`src/sv/ipr_pkg.sv`:
```
// Shared types, constants and register codes for the isolated pixel removal block.
package ipr_pkg;

  localparam int DEF_MAX_WIDTH  = 1024;
  localparam int DEF_MAX_HEIGHT = 1024;
  localparam int DEF_RING_AW    = $clog2(DEF_MAX_WIDTH + 3);
  localparam int CFG_W          = 11;
  localparam int PIX_W          = 8;
  localparam int OQ_DEPTH       = 4;

  localparam logic [CFG_W-1:0] RESET_WIDTH  = 11'd640;
  localparam logic [CFG_W-1:0] RESET_HEIGHT = 11'd480;

  typedef logic [PIX_W-1:0] pixel_t;

  localparam pixel_t PIX_WHITE = 8'd255;

  typedef enum logic {
    REG_IMAGE_WIDTH  = 1'b0,
    REG_IMAGE_HEIGHT = 1'b1
  } cfg_reg_t;

  typedef enum logic {
    KIND_PIXEL = 1'b0,
    KIND_FLUSH = 1'b1
  } kind_t;

  typedef struct packed {
    kind_t  kind;
    pixel_t pixel_in;
  } in_beat_t;

  typedef struct packed {
    pixel_t pixel_out;
    logic   frame_end;
  } out_beat_t;

  // Per-release control handed from the address stage to the judge stage.
  typedef struct packed {
    logic   interior;
    logic   frame_end;
    logic   right_ok;
    pixel_t bot_l;
    pixel_t bot_c;
    pixel_t bot_r;
  } judge_ctl_t;

endpackage

```
`src/sv/ipr_judge.sv`:
```
// Neighborhood test for the released pixel; keeps the upper-row and left taps.
module ipr_judge (
  input  logic                clk,
  input  logic                s1_valid,
  input  ipr_pkg::judge_ctl_t ctl,
  input  ipr_pkg::pixel_t     center,
  input  ipr_pkg::pixel_t     right,
  input  ipr_pkg::pixel_t     top_r,
  output ipr_pkg::pixel_t     result
);
  import ipr_pkg::*;

  pixel_t     top_c;
  pixel_t     top_l;
  pixel_t     left;
  logic [7:0] nz;
  logic       lone;

  always_comb begin
    nz   = {top_l != '0, top_c != '0, top_r != '0, left != '0,
            ctl.right_ok && (right != '0),
            ctl.bot_l != '0, ctl.bot_c != '0, ctl.bot_r != '0};
    // at most one bit set
    lone = (nz & (nz - 8'd1)) == 8'd0;
    if (ctl.interior && (center == PIX_WHITE) && lone) begin
      result = '0;
    end else begin
      result = center;
    end
  end

  // releases are consecutive in raster order, so the taps simply shift
  always_ff @(posedge clk) begin
    if (s1_valid) begin
      top_l <= top_c;
      top_c <= top_r;
      left  <= result;
    end
  end

endmodule

```
`config.mk`:
```
export PLATFORM = sky130hd
export DESIGN_NAME = ipr_judge
export DESIGN_NICKNAME = d
export VERILOG_FILES = /design/src/sv/ipr_pkg.sv /design/src/sv/ipr_judge.sv
export SDC_FILE = /design/constraint.sdc
export NUM_CORES = 1
export LEC_CHECK = 0
export BUFFER_PORTS_ARGS = -buffer_cell sky130_fd_sc_hd__buf_2
export CORE_MARGIN = 4
export CORE_UTILIZATION = 40
export CTS_BUF_LIST = sky130_fd_sc_hd__clkbuf_16
export DETAILED_ROUTE_END_ITERATION = 8
export GPL_TIMING_DRIVEN = 1
export PLACE_DENSITY = 0.81
export SYNTH_ARGS = -nofsm -noshare
export SYNTH_HDL_FRONTEND = slang
export SYNTH_SLANG_ARGS = --single-unit
```
`constraint.sdc`:
```
create_clock -name clk -period 2.8 [get_ports clk]
set_clock_uncertainty 0.15 [all_clocks]
set_input_delay 0.14 -clock clk [delete_from_list [all_inputs] [get_ports clk]]
set_output_delay 0.14 -clock clk [all_outputs]
set_load 0.01 [all_outputs]
```
==> key figures <==
Logic synthesis
  – Post-synth cell types: 18
  – Post-synthesis average cell area: 14.93 um^2
  – Leading area contributor after synthesis: edfxtp_1
  – Synth warn: 0
  – Post-Synthesis Cell Area: 1060 um^2
  – Mapped Cells: 71
  – Synth top area share: 68.00%
  – Net count after synthesis: 124
  – Post-synthesis sequential area ratio: 68.00%
  – Synthesized flop and latch total: 24
  – Synth top area cells: edfxtp_1 68%, or4_1 8.5%, nor3b_1 5.7%

Power and ir drop
  – Pwr dens: 538.7 nW/um^2
  – Worst vdd ir: 0.5955 mV
  – Reg power frac: 47.7%
  – Power share of the combinational group: 8.8%
  – Power Internal: 0.7562 mW
  – Part of the power in the clock network: 43.6%
  – Switching power: 0.1578 mW
  – Leak: 0.6780 nW
  – Sw Ratio: 17.26%
  – Total power: 0.9140 mW

Worst setup path
  – R2R Path End: left[6]
  – Worst Setup EP: result[0]
  – CP Data Required Time: 2.51 ns
  – CP Launch Type: flip-flop
  – WP data arrival: 2.46 ns
  – Critical-path cell list: or4_4 -> nor4_4 -> o2111ai_4 -> buf_6 -> o32ai_4 -> buf_12 -> nor3b_1 -> buf_2
  – CP max-delay cell: or4_4
  – Crit path max fanout: 8
  – Setup slack, reg-to-reg: 0.34 ns
  – Worst setup EP type: output pin
  – CP startpoint: top_c[1]
  – Crit path kind: reg2out
  – Worst Reg-to-Reg Cells: 7
  – Max stage delay on crit path: 0.57 ns
  – FF-to-FF Start: top_c[1]

Route
  – Met2 wire length: 1.675 mm
  – Max layer used: met4
  – Residual DRC: 0
  – Vias per cell: 5.366
  – First-pass DRT Iterations: 4
  – Drt wl/cell: 16.10 um
  – DR vias: 939
  – M1 WL: 911 um
  – Final ANT Viol Nets: 0
  – Initial drt markers: 22
  – Wire length on met3: 159 um
  – Final WL: 2.818 mm

Finish
  – Fin nets: 199
  – Commonest non-fill, non-tap cell in the layout: buf_2
  – N_diodes: 0
  – Fill count: 188
  – Layout cells sized above 1: 54.48%
  – Area grow syn2layout: 60.09%
  – Final design utilization: 67.87%
  – Design Area, Final: 1697 um^2
  – Most frequent cells in the layout: 57 x buf_2, 24 x edfxtp_1, 9 x or4_1

Floorplan
  – Rows: 18
  – Ports: 61
  – Core ar.: 2500 um^2
  – Die X: 59.47 um
  – Initial core utilization: 42.39%
  – Die extent in y: 59.47 um
  – Die Area: 3537 um^2

Timing
  – Fin crit period: 2.746 ns
  – Setup ws final: 0.05434 ns
  – Worst-Margin Slew: 0.5417 ns
  – Hold WS: 0.08813 ns
  – Max-slew headroom: 63.89%
  – Final setup fails: 0
  – Slew Viols, Final: 0
  – Final period utilization: 98.06%
  – Achievable Freq: 364.2 MHz
  – Endpoints failing hold: 0
  – RSZ-0062 raised after global routing: yes

Global routing
  – Total gr overflow: 0
  – Gr usage total: 16.00%
  – Vias in the first global route: 954
  – Largest net degree at the start of global routing: 25
  – Initial antenna violation count: 0
  – First-pass GRT wire length: 4.050 mm

Clocking
  – Clock Latency Late Sink: 0.25 ns
  – Worst-path clk slew: 0.06 ns
  – CTS tree: built
  – Largest buffer count on any clock path: 2
  – Clk Tree Root Cell: clkbuf_16
  – H-tree levels: 1
  – CTS buffer count: 3
  – Sink Count: 24

Placement
  – Area post-placement: 1393 um^2
  – IO buf count: 59
  – DP HPWL: 2.003 mm
  – Pre-CTS WS: 0.1760 ns
  – Final GP Congestion: 0.6978

Flow run
  – Max Cap Violations: 0

Worst hold path
  – Hold/Removal Path Class: in2reg

Outcome
  – Run status: finished clean
layer usage:
metal	GRT usage, %	vias to the layer above
li1	-	449
met4	7.443	0
met2	31.51	35
met5	0	-
met1	13.97	445
met3	5.447	10
synth_stat cells:
library cell,instances
nand2_1,3
or4_1,12
nor4_1,2
a211oi_2,1
o21ai_1,1
o2111ai_1,1
nand4_1,2
nand3_1,2
nor3b_1,8
nor3_1,1
or4_4,2
o21bai_1,1
nor4_2,1
o21ai_0,1
nor4_4,1
edfxtp_1,24
nor2_1,7
o32ai_2,1
how the worst min path moves through the flow:
| stage | from | end | slack, ns | cells after the start |
|---|---|---|---|---|
| 2_1_floorplan | top_r[0] | top_c[0] | 0.09 | 0 |
| 3_3_place_gp | top_r[6] | top_c[6] | 0.18 | 1 |
| 3_5_place_dp | top_r[1] | top_c[1] | 0.18 | 1 |
| 4_1_cts | center[3] | left[3] | 0.14 | 2 |
| 5_1_grt | top_r[2] | top_c[2] | 0.07 | 1 |
| 6_report | top_r[2] | top_c[2] | 0.09 | 1 |
power groups by stage:
stage          sequential [mW]  clock [mW]  combinational [mW]
3_5_place_dp             0.443           0              0.0687
5_1_grt                  0.439       0.420              0.0871
3_3_place_gp             0.441           0              0.0651
6_report                 0.436       0.398              0.0801
4_1_cts                  0.435       0.403              0.0785
2_1_floorplan            0.439           0              0.0189
through the flow:
stage          setup TNS [ns]  std cells
5_1_grt               -0.3146        175
3_5_place_dp                0        160
2_1_floorplan               0         71
6_report                    0        175
3_3_place_gp                0        160
4_1_cts                     0        173
critical path: cells and delay by family, from the launching register on:
family / cells / cell delay (ns)
and+or+nand+nor: 3 / 1.04
DFF: 1 / 0.39
AOI/OAI and AO/OA: 2 / 0.31
buffers and inverters: 3 / 0.47
repair_timing:
item	4_1_cts	5_1_grt
setup buffers	1	4
hold endpoints to repair	8	0
hold buffers	8	0
setup endpoints to repair	8	8
pin swaps	2	7
gates resized for setup	4	11
layout make-up:
class	instances	area (um^2)	area share (%)
clock inverter	1	30.03	1.770
multi-input combinational	47	407.9	24.04
clock buffer	3	75.07	4.425
timing repair buffer	70	425.4	25.07
tap	30	37.54	2.212
sequential	24	720.7	42.48
registers in the layout, indices dropped and copies added, names as in the netlist:
signal / count
left: 8
top_c: 8
top_l: 8
kinds of logic (layout without fill, tap and decap cells):
| family | after synthesis | in the layout | synth area share [%] |
|---|---|---|---|
| DFF | 24 | 24 | 68.00 |
| buffers and inverters | 0 | 74 | 0 |
| and+or+nand+nor | 41 | 41 | 26.80 |
| AOI/OAI and AO/OA | 6 | 6 | 5.195 |
No activity file was read; power rests on OpenSTA's default activity.
