**config.mk**
```make
export PLATFORM = sky130hd
export DESIGN_NAME = ipr_oq
export DESIGN_NICKNAME = d
export VERILOG_FILES = /design/src/sv/ipr_pkg.sv /design/src/sv/ipr_oq.sv
export SDC_FILE = /design/constraint.sdc
export NUM_CORES = 1
export LEC_CHECK = 0
export BUFFER_PORTS_ARGS = -buffer_cell sky130_fd_sc_hd__buf_4
export CAP_MARGIN = 20
export CORE_ASPECT_RATIO = 0.9
export CORE_MARGIN = 2
export CORE_UTILIZATION = 28
export DETAILED_ROUTE_END_ITERATION = 7
export PLACE_DENSITY_LB_ADDON = 0.08
export SETUP_SLACK_MARGIN = 0.02
export SYNTH_ARGS = -nofsm -noshare
export SYNTH_HDL_FRONTEND = slang
export SYNTH_SLANG_ARGS = --single-unit
```
**constraint.sdc**
```tcl
create_clock -name clk -period 1.6 [get_ports clk]
set_input_delay 0 -clock clk [delete_from_list [all_inputs] [get_ports clk]]
set_output_delay 0 -clock clk [all_outputs]
set_load 0.02 [all_outputs]
```
**src/sv/ipr_pkg.sv**
```systemverilog
// Shared types, constants and register codes for the isolated pixel removal block.
package ipr_pkg;

  localparam int DEF_MAX_WIDTH  = 1024;
  localparam int DEF_MAX_HEIGHT = 1024;
  localparam int DEF_RING_AW    = $clog2(DEF_MAX_WIDTH + 3);
  localparam int CFG_W          = 11;
  localparam int PIX_W          = 8;
  localparam int OQ_DEPTH       = 4;

  localparam logic [CFG_W-1:0] RESET_WIDTH  = 11'd640;
  localparam logic [CFG_W-1:0] RESET_HEIGHT = 11'd480;

  typedef logic [PIX_W-1:0] pixel_t;

  localparam pixel_t PIX_WHITE = 8'd255;

  typedef enum logic {
    REG_IMAGE_WIDTH  = 1'b0,
    REG_IMAGE_HEIGHT = 1'b1
  } cfg_reg_t;

  typedef enum logic {
    KIND_PIXEL = 1'b0,
    KIND_FLUSH = 1'b1
  } kind_t;

  typedef struct packed {
    kind_t  kind;
    pixel_t pixel_in;
  } in_beat_t;

  typedef struct packed {
    pixel_t pixel_out;
    logic   frame_end;
  } out_beat_t;

  // Per-release control handed from the address stage to the judge stage.
  typedef struct packed {
    logic   interior;
    logic   frame_end;
    logic   right_ok;
    pixel_t bot_l;
    pixel_t bot_c;
    pixel_t bot_r;
  } judge_ctl_t;

endpackage

```
**src/sv/ipr_oq.sv**
```systemverilog
// Small result queue with a look-ahead full flag for the input side.
module ipr_oq #(
  parameter int DEPTH = ipr_pkg::OQ_DEPTH
) (
  input  logic               clk,
  input  logic               rst,
  input  logic               push,
  input  ipr_pkg::out_beat_t push_beat,
  input  logic               in_flight,
  output logic               full_soon,
  output logic               res_valid,
  input  logic               res_stall,
  output ipr_pkg::out_beat_t res_beat
);
  import ipr_pkg::*;

  localparam int PTRW = $clog2(DEPTH);
  localparam int CNTW = $clog2(DEPTH + 1);

  out_beat_t       slots [DEPTH];
  logic [PTRW-1:0] rd_idx;
  logic [PTRW-1:0] wr_idx;
  logic [CNTW-1:0] level;
  logic            pop;

  assign pop       = res_valid && !res_stall;
  assign res_valid = level != '0;
  assign res_beat  = slots[rd_idx];
  // room for the beat in the judge stage and one more entering now
  assign full_soon = ((CNTW+1)'(level) + (CNTW+1)'(in_flight)) >= (CNTW+1)'(DEPTH);

  always_ff @(posedge clk) begin
    if (push) begin
      slots[wr_idx] <= push_beat;
    end
  end

  always_ff @(posedge clk) begin
    if (rst) begin
      rd_idx <= '0;
      wr_idx <= '0;
      level  <= '0;
    end else begin
      if (push) begin
        wr_idx <= (wr_idx == PTRW'(DEPTH - 1)) ? '0 : wr_idx + PTRW'(1);
      end
      if (pop) begin
        rd_idx <= (rd_idx == PTRW'(DEPTH - 1)) ? '0 : rd_idx + PTRW'(1);
      end
      case ({push, pop})
        2'b10:   level <= level + CNTW'(1);
        2'b01:   level <= level - CNTW'(1);
        default: level <= level;
      endcase
    end
  end

endmodule

```
==> results of run 1 <==
-- power by group through the flow --
stage,sequential [mW],clock [mW],combinational [mW]
5_1_grt,1.44,0.739,1.13
3_5_place_dp,1.44,0,0.991
3_3_place_gp,1.44,0,0.969
6_report,1.43,0.646,1.04
2_1_floorplan,1.44,0,0.577
4_1_cts,1.41,0.687,1.02
-- cells in the final DEF, fill, tap and decap left out, drive strengths merged, types with 3 or more instances in the layout --
| cell type | netlist | layout |
|---|---|---|
| mux4 | 9 | 9 |
| o21ai | 3 | 3 |
| dfxtp | 9 | 9 |
| edfxtp | 36 | 36 |
| ha | 6 | 6 |
| clkbuf | 1 | 7 |
| a21oi | 5 | 5 |
| buf | 1 | 35 |
| nor2 | 6 | 6 |
| inv | 7 | 7 |
| dlygate4sd3 | 0 | 11 |
| and2 | 4 | 4 |
-- through the flow --
stage          setup TNS (ps)  instance area, sq um  util (%)  std cells
2_1_floorplan           -75.2                  1770         -         97
3_3_place_gp            -35.3                  2110      34.7        202
3_5_place_dp             -127                  2110      34.7        202
4_1_cts                  -120                  2300      37.8        221
5_1_grt                  -257                  2320      38.2        221
6_report                 -109                  2320      38.2        221
-- how the worst max path moves through the flow --
stage	end	slack (ps)
2_1_floorplan	level[2]$_SDFFE_PP0P_	-80
6_report	level[2]$_SDFFE_PP0P_	-110
3_5_place_dp	level[2]$_SDFFE_PP0P_	-130
3_3_place_gp	level[2]$_SDFFE_PP0P_	-40
5_1_grt	level[2]$_SDFFE_PP0P_	-240
4_1_cts	level[2]$_SDFFE_PP0P_	-120
-- worst max-delay path, stage by stage, from the launching register on --
cell	delay, ps
sky130_fd_sc_hd__dfxtp_2	360
sky130_fd_sc_hd__nor3_4	50
sky130_fd_sc_hd__nor2_2	80
sky130_fd_sc_hd__ha_2	190
sky130_fd_sc_hd__inv_2	40
sky130_fd_sc_hd__fa_2	330
sky130_fd_sc_hd__xor2_1	150
sky130_fd_sc_hd__or3_1	330
sky130_fd_sc_hd__a21oi_2	120
-- registers in the layout (all words and copies together) (netlist names), named ones only --
name	count
wr_idx	2
rd_idx	2
level	3
slots	36
-- final cells by class --
class	count	area (sq um)	area share, %
well taps	72	90.1	3.88
flip-flops and latches	45	1260	54.5
multi-input cells	43	478	20.6
repair buffers	46	380	16.4
inverters	7	26.3	1.13
clock inverters	1	5.00	0.216
clock buffers	7	76.3	3.29
-- repair_timing --
action / CTS / global route
pin swaps: 2 / 1
gates resized for setup: 1 / 5
hold buffers: 11 / 0
endpoints found under the setup margin: 2 / 11
hold endpoints to repair: 45 / 0
-- metal layers --
metal	track usage, %	vias up
met2	15.7	19
met5	0	-
met1	13.2	458
met3	2.81	4
met4	3.69	0
li1	-	471
-- logic make-up after synthesis --
| kind of cell | count (synthesis) |
|---|---|
| compound gates | 9 |
| xor+xnor | 2 |
| fa+ha+maj | 7 |
| buf+inv | 9 |
| flops | 45 |
| mux | 10 |
| simple gates | 15 |
==> results.md, run 1 <==
Place:
- The congestion estimate from routability-driven global placement came to 0.652.
- OpenSTA, run right after detailed placement, puts the worst setup slack at -127 ps.
- Once detailed placement completed, the half-perimeter wirelength came to 2.10 mm.
- The count of port buffers added during placement is 24.

Detailed routing:
- The routed layout has 952 vias.
- The routed wire length on met3 is 114 um.
- The uppermost layer routed is met4.
- For this run, the detailed router's first-pass iteration total came to 4.
- Summed over all nets, wire length on met2 after detailed routing comes to 1.58 mm.
- The length of routed wiring on met1 is 1.38 mm.
- After detailed routing, the average wire length per cell comes to 14.1 um.
- In this run, the number of DRC markers left after iteration 0 of detailed routing was between 40 and 50.
- After detailed routing, the total wire length is 3.11 mm.
- After detailed routing, the number of remaining DRC violations is 0.
- Dividing the detail-routed via count by the number of cells gives approximately 4.3.
- The count of nets left with antenna violations once routing finished came out at 0.

Floorplan:
- For this design the top-level I/O count stands at 25.
- The vertical extent of the die is 79.1 um.
- The die footprint is 6920 sq um.
- The core region area is 6080 sq um.
- The floorplan step set the die width to 87.5 um.
- The floorplan has 27 rows.
- The initial utilization of the core area, before any placement, comes to 28.9%.

Clock tree:
- The maximum root-to-sink buffer count is 2.
- The tree is rooted in a sky130_fd_sc_hd__clkbuf_8.
- The total clock buffers created by CTS is 5.
- The post-CTS repair timing setup buffer count is 0.
- The CTS tree is built.
- The count of H-tree levels built during CTS is 2.
- The later pin in the worst-skew pair is clocked with a latency of 280 ps.
- The clock transition at the register clock pins on the worst setup and hold paths after CTS is around 70 ps.
- The clock net in this run drives a total of between 40 and 50 sinks.

Logic synthesis:
- The number of enable flip-flop cells after synthesis is 36.
- The count of warnings emitted by yosys is 0.
- Counting flops and latches in the post-synthesis netlist gives 45.
- Of the total synthesized cell area, the portion taken by AND, OR, NAND and NOR gates is under 10%.
- Summed over all instances, the cell type with the most area after synthesis is sky130_fd_sc_hd__edfxtp_1.
- Synthesis instantiated 20 different standard cells from the library.
- The netlist area before placement is around 1800 sq um.
- Multiplexer cells account for between 10% and 20% of the synthesized area.
- Averaged over all synthesized cells, the footprint is 18.1 sq um.
- The cell count after synthesis is 97.
- The adder and majority cell fraction of the synthesized area is between 5 and 6%.
- After synthesis, the largest family of logic cells by area is multiplexers.
- The most frequent cell after synthesis is sky130_fd_sc_hd__edfxtp_1.
- The number of nets in the synthesized netlist is 118.
- Counting flops with an async set or reset pin after synthesis yields a share of 0%.
- Of the total synthesized cell area, the portion taken by XOR and XNOR cells is 0.997%.
- The most used flip-flop cell after synthesis is sky130_fd_sc_hd__edfxtp_1.
- Yosys attributes the largest share of cell area to sky130_fd_sc_hd__edfxtp_1 62%, sky130_fd_sc_hd__mux4_2 12%, sky130_fd_sc_hd__dfxtp_1 10%, sky130_fd_sc_hd__ha_1 4.3%, sky130_fd_sc_hd__inv_1 1.5%.
- Summed over its instances, the top area cell type makes up 61.5% of the synthesized netlist area.
- The sequential cell area fraction in the yosys report is 71.8%.
- Summing the areas of all compound-gate instances in the mapped netlist gives between 2 and 3% of the synthesized area.
- In the synthesized netlist, the cells that appear most often are 36 x sky130_fd_sc_hd__edfxtp_1, 9 x sky130_fd_sc_hd__dfxtp_1, 9 x sky130_fd_sc_hd__mux4_2.

Worst setup path:
- The endpoint required time on the critical path is 1820 ps.
- The first element of the critical path is level[1]$_SDFFE_PP0P_.
- The endpoint kind of the worst setup timing path is a flop.
- For the worst flop-to-flop path, the logic depth is 8.
- The worst setup path is of the reg2reg kind.
- The startpoint of the worst-slack reg-to-reg timing path is level[1]$_SDFFE_PP0P_.
- The data arrival time of the critical path is a little under 2000 ps.
- The maximum fanout count along the critical path is 2.
- The nature of the critical path startpoint is a flop.
- In this run the critical register-to-register path is captured at level[2]$_SDFFE_PP0P_.
- For flop-to-flop paths, the worst setup slack is -110 ps.

STA:
- Dividing the final minimum period by the clock period gives 107%.
- The measured slew at the worst slew-check pin is ~250 ps.
- The worst pin sits at a relative slew slack of a little over 80%.
- The final count of hold timing violations is 0.
- Setup violations remaining at the end of the flow were counted as 1.
- Setup repair after global routing could not meet its margin everywhere.
- Between clock sinks in the finished design, the worst skew comes to 1.84 ps.
- In the post-route analysis, the smallest setup slack over all paths is -109 ps.
- Static timing analysis puts the maximum clock frequency at 585 MHz.
- The post-layout minimum cycle time is ~1700 ps.
- Hold timing on the final database bottoms out at a slack of 33.4 ps.
- The number of slew-limit violations in the final report came to 0.

Run status:
- The final reports fail on negative setup slack.
- The run finished, with violations left.

Pwr:
- The power density over the cells is about 1300 nW/um^2.
- Net switching is 28.9% of the power.
- The leakage power of the design is approximately 0.85 nW.
- The worst voltage drop across the vdd grid is 0.000348 V.
- Summing internal, switching and leakage power gives 3.11 mW.
- The total net switching power is approximately 0.9 mW.
- The relative contribution of the clock network to total power is 20.8%.
- The combinational fraction of design power is 33.3%.
- The relative contribution of sequential cells to total power is 45.9%.
- The internal power contribution is 2.21 mW.

GRT:
- The overflow left after global routing is 0.
- The first global-routing pass estimated between 4 and 5 mm of wire.
- The number of antenna violations at the first check in global routing is 0.
- The via count of the first global-routing pass is 990.
- Entering global routing, the biggest net connects 14 pins.
- The total routing resource utilization after global routing is roughly 10%.

Job:
- The number of max-cap violations is 0.

Worst hold path:
- The type of the tightest min-delay check is in2reg.
- The worst hold path terminates at rd_idx[0]$_SDFFE_PP0N_.
- The worst hold path passes through 3 cells.
- The startpoint of the lowest-slack hold path is res_stall.

Layout:
- The net count of the finished layout is 169.
- The number of antenna diodes in the final layout is 0.
- The area growth from synthesis to layout is 32.1%.
- Of the cells placed in the final design, the portion with a size suffix greater than 1 is around two fifths.
- The filler cells instantiated in the layout total 595.
(Power assumes the default switching activity.)
==> run 2: changes to the inputs <==
--- a/config.mk
+++ b/config.mk
@@ -11,7 +11,7 @@
 export CORE_MARGIN = 2
 export CORE_UTILIZATION = 28
 export DETAILED_ROUTE_END_ITERATION = 7
-export PLACE_DENSITY_LB_ADDON = 0.08
+export HOLD_SLACK_MARGIN = 0.06
 export SETUP_SLACK_MARGIN = 0.02
 export SYNTH_ARGS = -nofsm -noshare
 export SYNTH_HDL_FRONTEND = slang
==> run 2 against run 1 <==
The run still ends with negative setup slack left. Final area up 1.9%. Critical path depth unchanged. Via count up 4.1%. Critical path type unchanged.
==> results.md, run 2 (synthesized netlist as in run 1, its figures left out) <==
Run status:
- The run finished, with violations left.
- The final reports fail on negative setup slack.

Pwr:
- The worst voltage drop across the vdd grid came to 0.000600 V (+72%).
- The leakage power of the design came to 0.865 nW (+1.8%).
- The power density over the cells is 1430 nW/um^2 (+6.5%).

Clock tree:
- The total clock buffers created by CTS was 5 (unchanged).
- The maximum root-to-sink buffer count is 2 (unchanged).
- CTS placed an instance of sky130_fd_sc_hd__clkbuf_8 at the clock tree root.
- The clock transition at the register clock pins on the worst setup and hold paths after CTS is 80 ps (about the same).
- The count of H-tree levels built during CTS is 2 (unchanged).
- The worst-skew pair later-pin latency is 300 ps (+20 ps).
- The number of clock sinks is 45 (unchanged).
- TritonCTS built the clock tree.

Detailed routing:
- The number of remaining DRC errors is 0 (unchanged).
- The initial DRC count came to 52 (+13%).
- The total wirelength of the detailed-routed design is 3.26 mm (+4.7%).
- The average vias per placed instance came to 4.44 (+3.2%).
- The number of detailed-routing iterations run before antenna repair was 4 (unchanged).
- The final antenna-violating net count came to 0 (unchanged).
- The average routed wire per standard cell is 14.6 um (+3.7%).
- The number of vias after detailed routing came to 991 (+4.1%).

Worst hold path:
- In this run the most critical hold path is launched from push.
- The path with the worst hold slack has its endpoint at wr_idx[0]$_SDFFE_PP0P_.
- The number of stages on the worst hold path is 4 (+1).
- The worst hold path belongs to the class in2reg.

Layout:
- The most frequent standard cell in the layout excluding fill and tap cells is sky130_fd_sc_hd__edfxtp_1.
- The share of layout cells above drive strength 1 is 39.7% (+0.14 points).
- The net total in the final layout is 171 (+1.2%).
- The antenna cell count is 0 (unchanged).
- The library cells used most frequently in the layout, excluding fill and tap cells, are 36 x sky130_fd_sc_hd__edfxtp_1, 34 x sky130_fd_sc_hd__buf_4, 13 x sky130_fd_sc_hd__dlygate4sd3_1, 9 x sky130_fd_sc_hd__mux4_2.
- The flip-flop count of the largest register after layout is 36 (unchanged).
- The area overhead of the layout relative to synthesis is 34.7%.
- The largest registers in the layout are slots (36), level (3).
- The register with the most flip-flops is slots.

GRT:
- The total routing resource utilization after global routing came to 10.2% (+0.16 points).
- The number of antenna violations at the first check in global routing is 0 (unchanged).
- The via count of the first global-routing pass is 1061 (+7.2%).
- The pin count of the biggest net entering global routing is 15 (+1).
- The overflow left after global routing is 0 (unchanged).
- The first-pass GRT wire length is 5.11 mm (+2.5%).

STA:
- The final count of hold timing violations is 0 (unchanged).
- The maximum operating frequency is 581 MHz (-0.64%).
- The post-layout minimum cycle time is 1720 ps (+11.0 ps).
- The final worst setup slack came to -120 ps (-11.0 ps).
- The measured slew at the worst slew-check pin is 457 ps (+204 ps).
- Setup repair after global routing could not meet its margin everywhere.
- The relative slew slack is 69.5% (-13 points).
- The final worst hold slack is 87.7 ps (+54.3 ps).
- The setup clock skew after layout is 8.15 ps (+6.32 ps).
- The count of endpoints failing setup in the final report was 2 (+1).
- The final period utilization came to 107% (+0.69 points).
- The number of slew-limit violations in the final report came to 0 (unchanged).

Worst setup path:
- The worst setup path is launched from a flop.
- The terminus of the critical flop-to-flop path is level[2]$_SDFFE_PP0P_.
- The number of buffer and inverter stages on the critical path is 1 (unchanged).
- The kind of cell with the highest combined delay on the critical path is adder cells.
- The endpoint kind of the worst setup timing path is a flop.
- The delay of the slowest cell on the worst path came to 350 ps (about the same).
- The startpoint of the worst-slack reg-to-reg timing path is level[0]$_SDFFE_PP0P_.
- The data arrival time of the critical path was 1950 ps (+20 ps).
- The reg2reg setup slack was -120 ps (about the same).
- The endpoint required time on the critical path is 1830 ps (about the same).
- The slowest stage of the critical path belongs to the cell sky130_fd_sc_hd__dfxtp_2.
- The kind of critical path is reg2reg.
- Walking the worst path, the cells encountered are nor3_2 > nor2_1 > ha_2 > inv_2 > fa_2 > xor2_1 > or3_1 > a21oi_1.
- The maximum fanout count along the critical path was 2 (unchanged).
- The length in cells of the worst reg-to-reg path came to 8 (unchanged).

Job:
- The number of max-cap violations is 0 (unchanged).

Floorplan:
- The initial core utilization is 28.9% (unchanged).
- The core region area is 6080 sq um (unchanged).
- The vertical extent of the die is 79.1 um (unchanged).
- The floorplan row count is 27 (unchanged).
- The number of I/O pins is 25 (unchanged).
- The floorplan die width was 87.5 um (unchanged).
- The die footprint is 6920 sq um (unchanged).

Place:
- The half-perimeter wire length after detailed placement came to 2.17 mm (+3.6%).
- The count of port buffers added during placement is 24 (unchanged).
- The routability congestion estimate is 0.719 (+10%).
- The pre-CTS setup slack came to -155 ps (-28.0 ps).
==> run 2: cell count changes in the layout (fill, tap and decap cells not counted) <==
cell                            before  now
sky130_fd_sc_hd__clkinv_2            1    0
sky130_fd_sc_hd__buf_6               0    1
sky130_fd_sc_hd__dlygate4sd3_1      11   13
sky130_fd_sc_hd__clkinv_4            0    1
sky130_fd_sc_hd__nor3_4              1    0
sky130_fd_sc_hd__nor2_4              0    1
sky130_fd_sc_hd__buf_8               1    0
sky130_fd_sc_hd__bufinv_16           0    1
sky130_fd_sc_hd__nor2_2              1    0
sky130_fd_sc_hd__clkbuf_1            2    1
sky130_fd_sc_hd__nor3_2              0    1
==> run 2: worst min-delay path: stages <==
cell and delay, ps:
sky130_fd_sc_hd__buf_4 130, sky130_fd_sc_hd__inv_1 80, sky130_fd_sc_hd__a21oi_1 70, sky130_fd_sc_hd__nor2_1 70
==> run 2: what timing repair did <==
item | 4_1_cts | 5_1_grt
cloned | 0 | 0
buffers inserted | 1 | 0
endpoints found under the hold margin | 45 | 0
pin swaps | 4 | 0
hold buffers | 13 | 0
gates resized for setup | 4 | 1
endpoints found under the setup margin | 2 | 13
==> run 2: power by group <==
| part | internal, mW | leakage (nW) | switching, mW | total, mW |
|---|---|---|---|---|
| sequential | 1.37 | 0.406 | 0.0611 | 1.43 |
| combinational | 0.559 | 0.404 | 0.547 | 1.11 |
| clock | 0.469 | 0.0554 | 0.375 | 0.844 |
| total | 2.40 | 0.865 | 0.983 | 3.38 |
==> run 2: layout make-up <==
class                      instances  area, sq um
tap                               72         90.1
sequential                        45         1260
clock buffer                       6         72.6
timing repair buffer              48          397
multi-input combinational         43          477
clock inverter                     2         38.8
inverter                           7         26.3
fill                             574         3710
==> run 2: layer usage <==
| metal | vias to the layer above | GRT usage [%] | share of wire, % |
|---|---|---|---|
| met5 | - | 0 | 0 |
| met4 | 0 | 4.62 | 2.9 |
| met3 | 10 | 3.22 | 4.7 |
| met1 | 482 | 11.0 | 40 |
| li1 | 473 | - | - |
| met2 | 26 | 18.0 | 52 |
==> run 2: through the flow <==
stage / total power, mW / cells / utilization [%] / setup TNS, ps / area, sq um
2_1_floorplan: 2.02 / 97 / - / -75.2 / 1770
3_3_place_gp: 2.38 / 201 / 34.6 / -26.0 / 2100
3_5_place_dp: 2.45 / 201 / 34.6 / -179 / 2100
4_1_cts: 3.40 / 223 / 38.8 / -142 / 2360
5_1_grt: 3.55 / 223 / 38.9 / -505 / 2370
6_report: 3.38 / 223 / 38.9 / -173 / 2370
==> run 2: worst max-delay path by stage <==
stage | start | to | slack (ps) | cells past startpoint
final | level[0]$_SDFFE_PP0P_ | level[2]$_SDFFE_PP0P_ | -120 | 8
after global routing | level[1]$_SDFFE_PP0P_ | level[2]$_SDFFE_PP0P_ | -230 | 8
after CTS | level[0]$_SDFFE_PP0P_ | level[2]$_SDFFE_PP0P_ | -140 | 8
after detailed placement | level[0]$_SDFFE_PP0P_ | level[2]$_SDFFE_PP0P_ | -150 | 8
after global placement | level[1]$_SDFFE_PP0P_ | level[2]$_SDFFE_PP0P_ | -30 | 8
after floorplan | level[0]$_SDFFE_PP0P_ | level[2]$_SDFFE_PP0P_ | -80 | 8
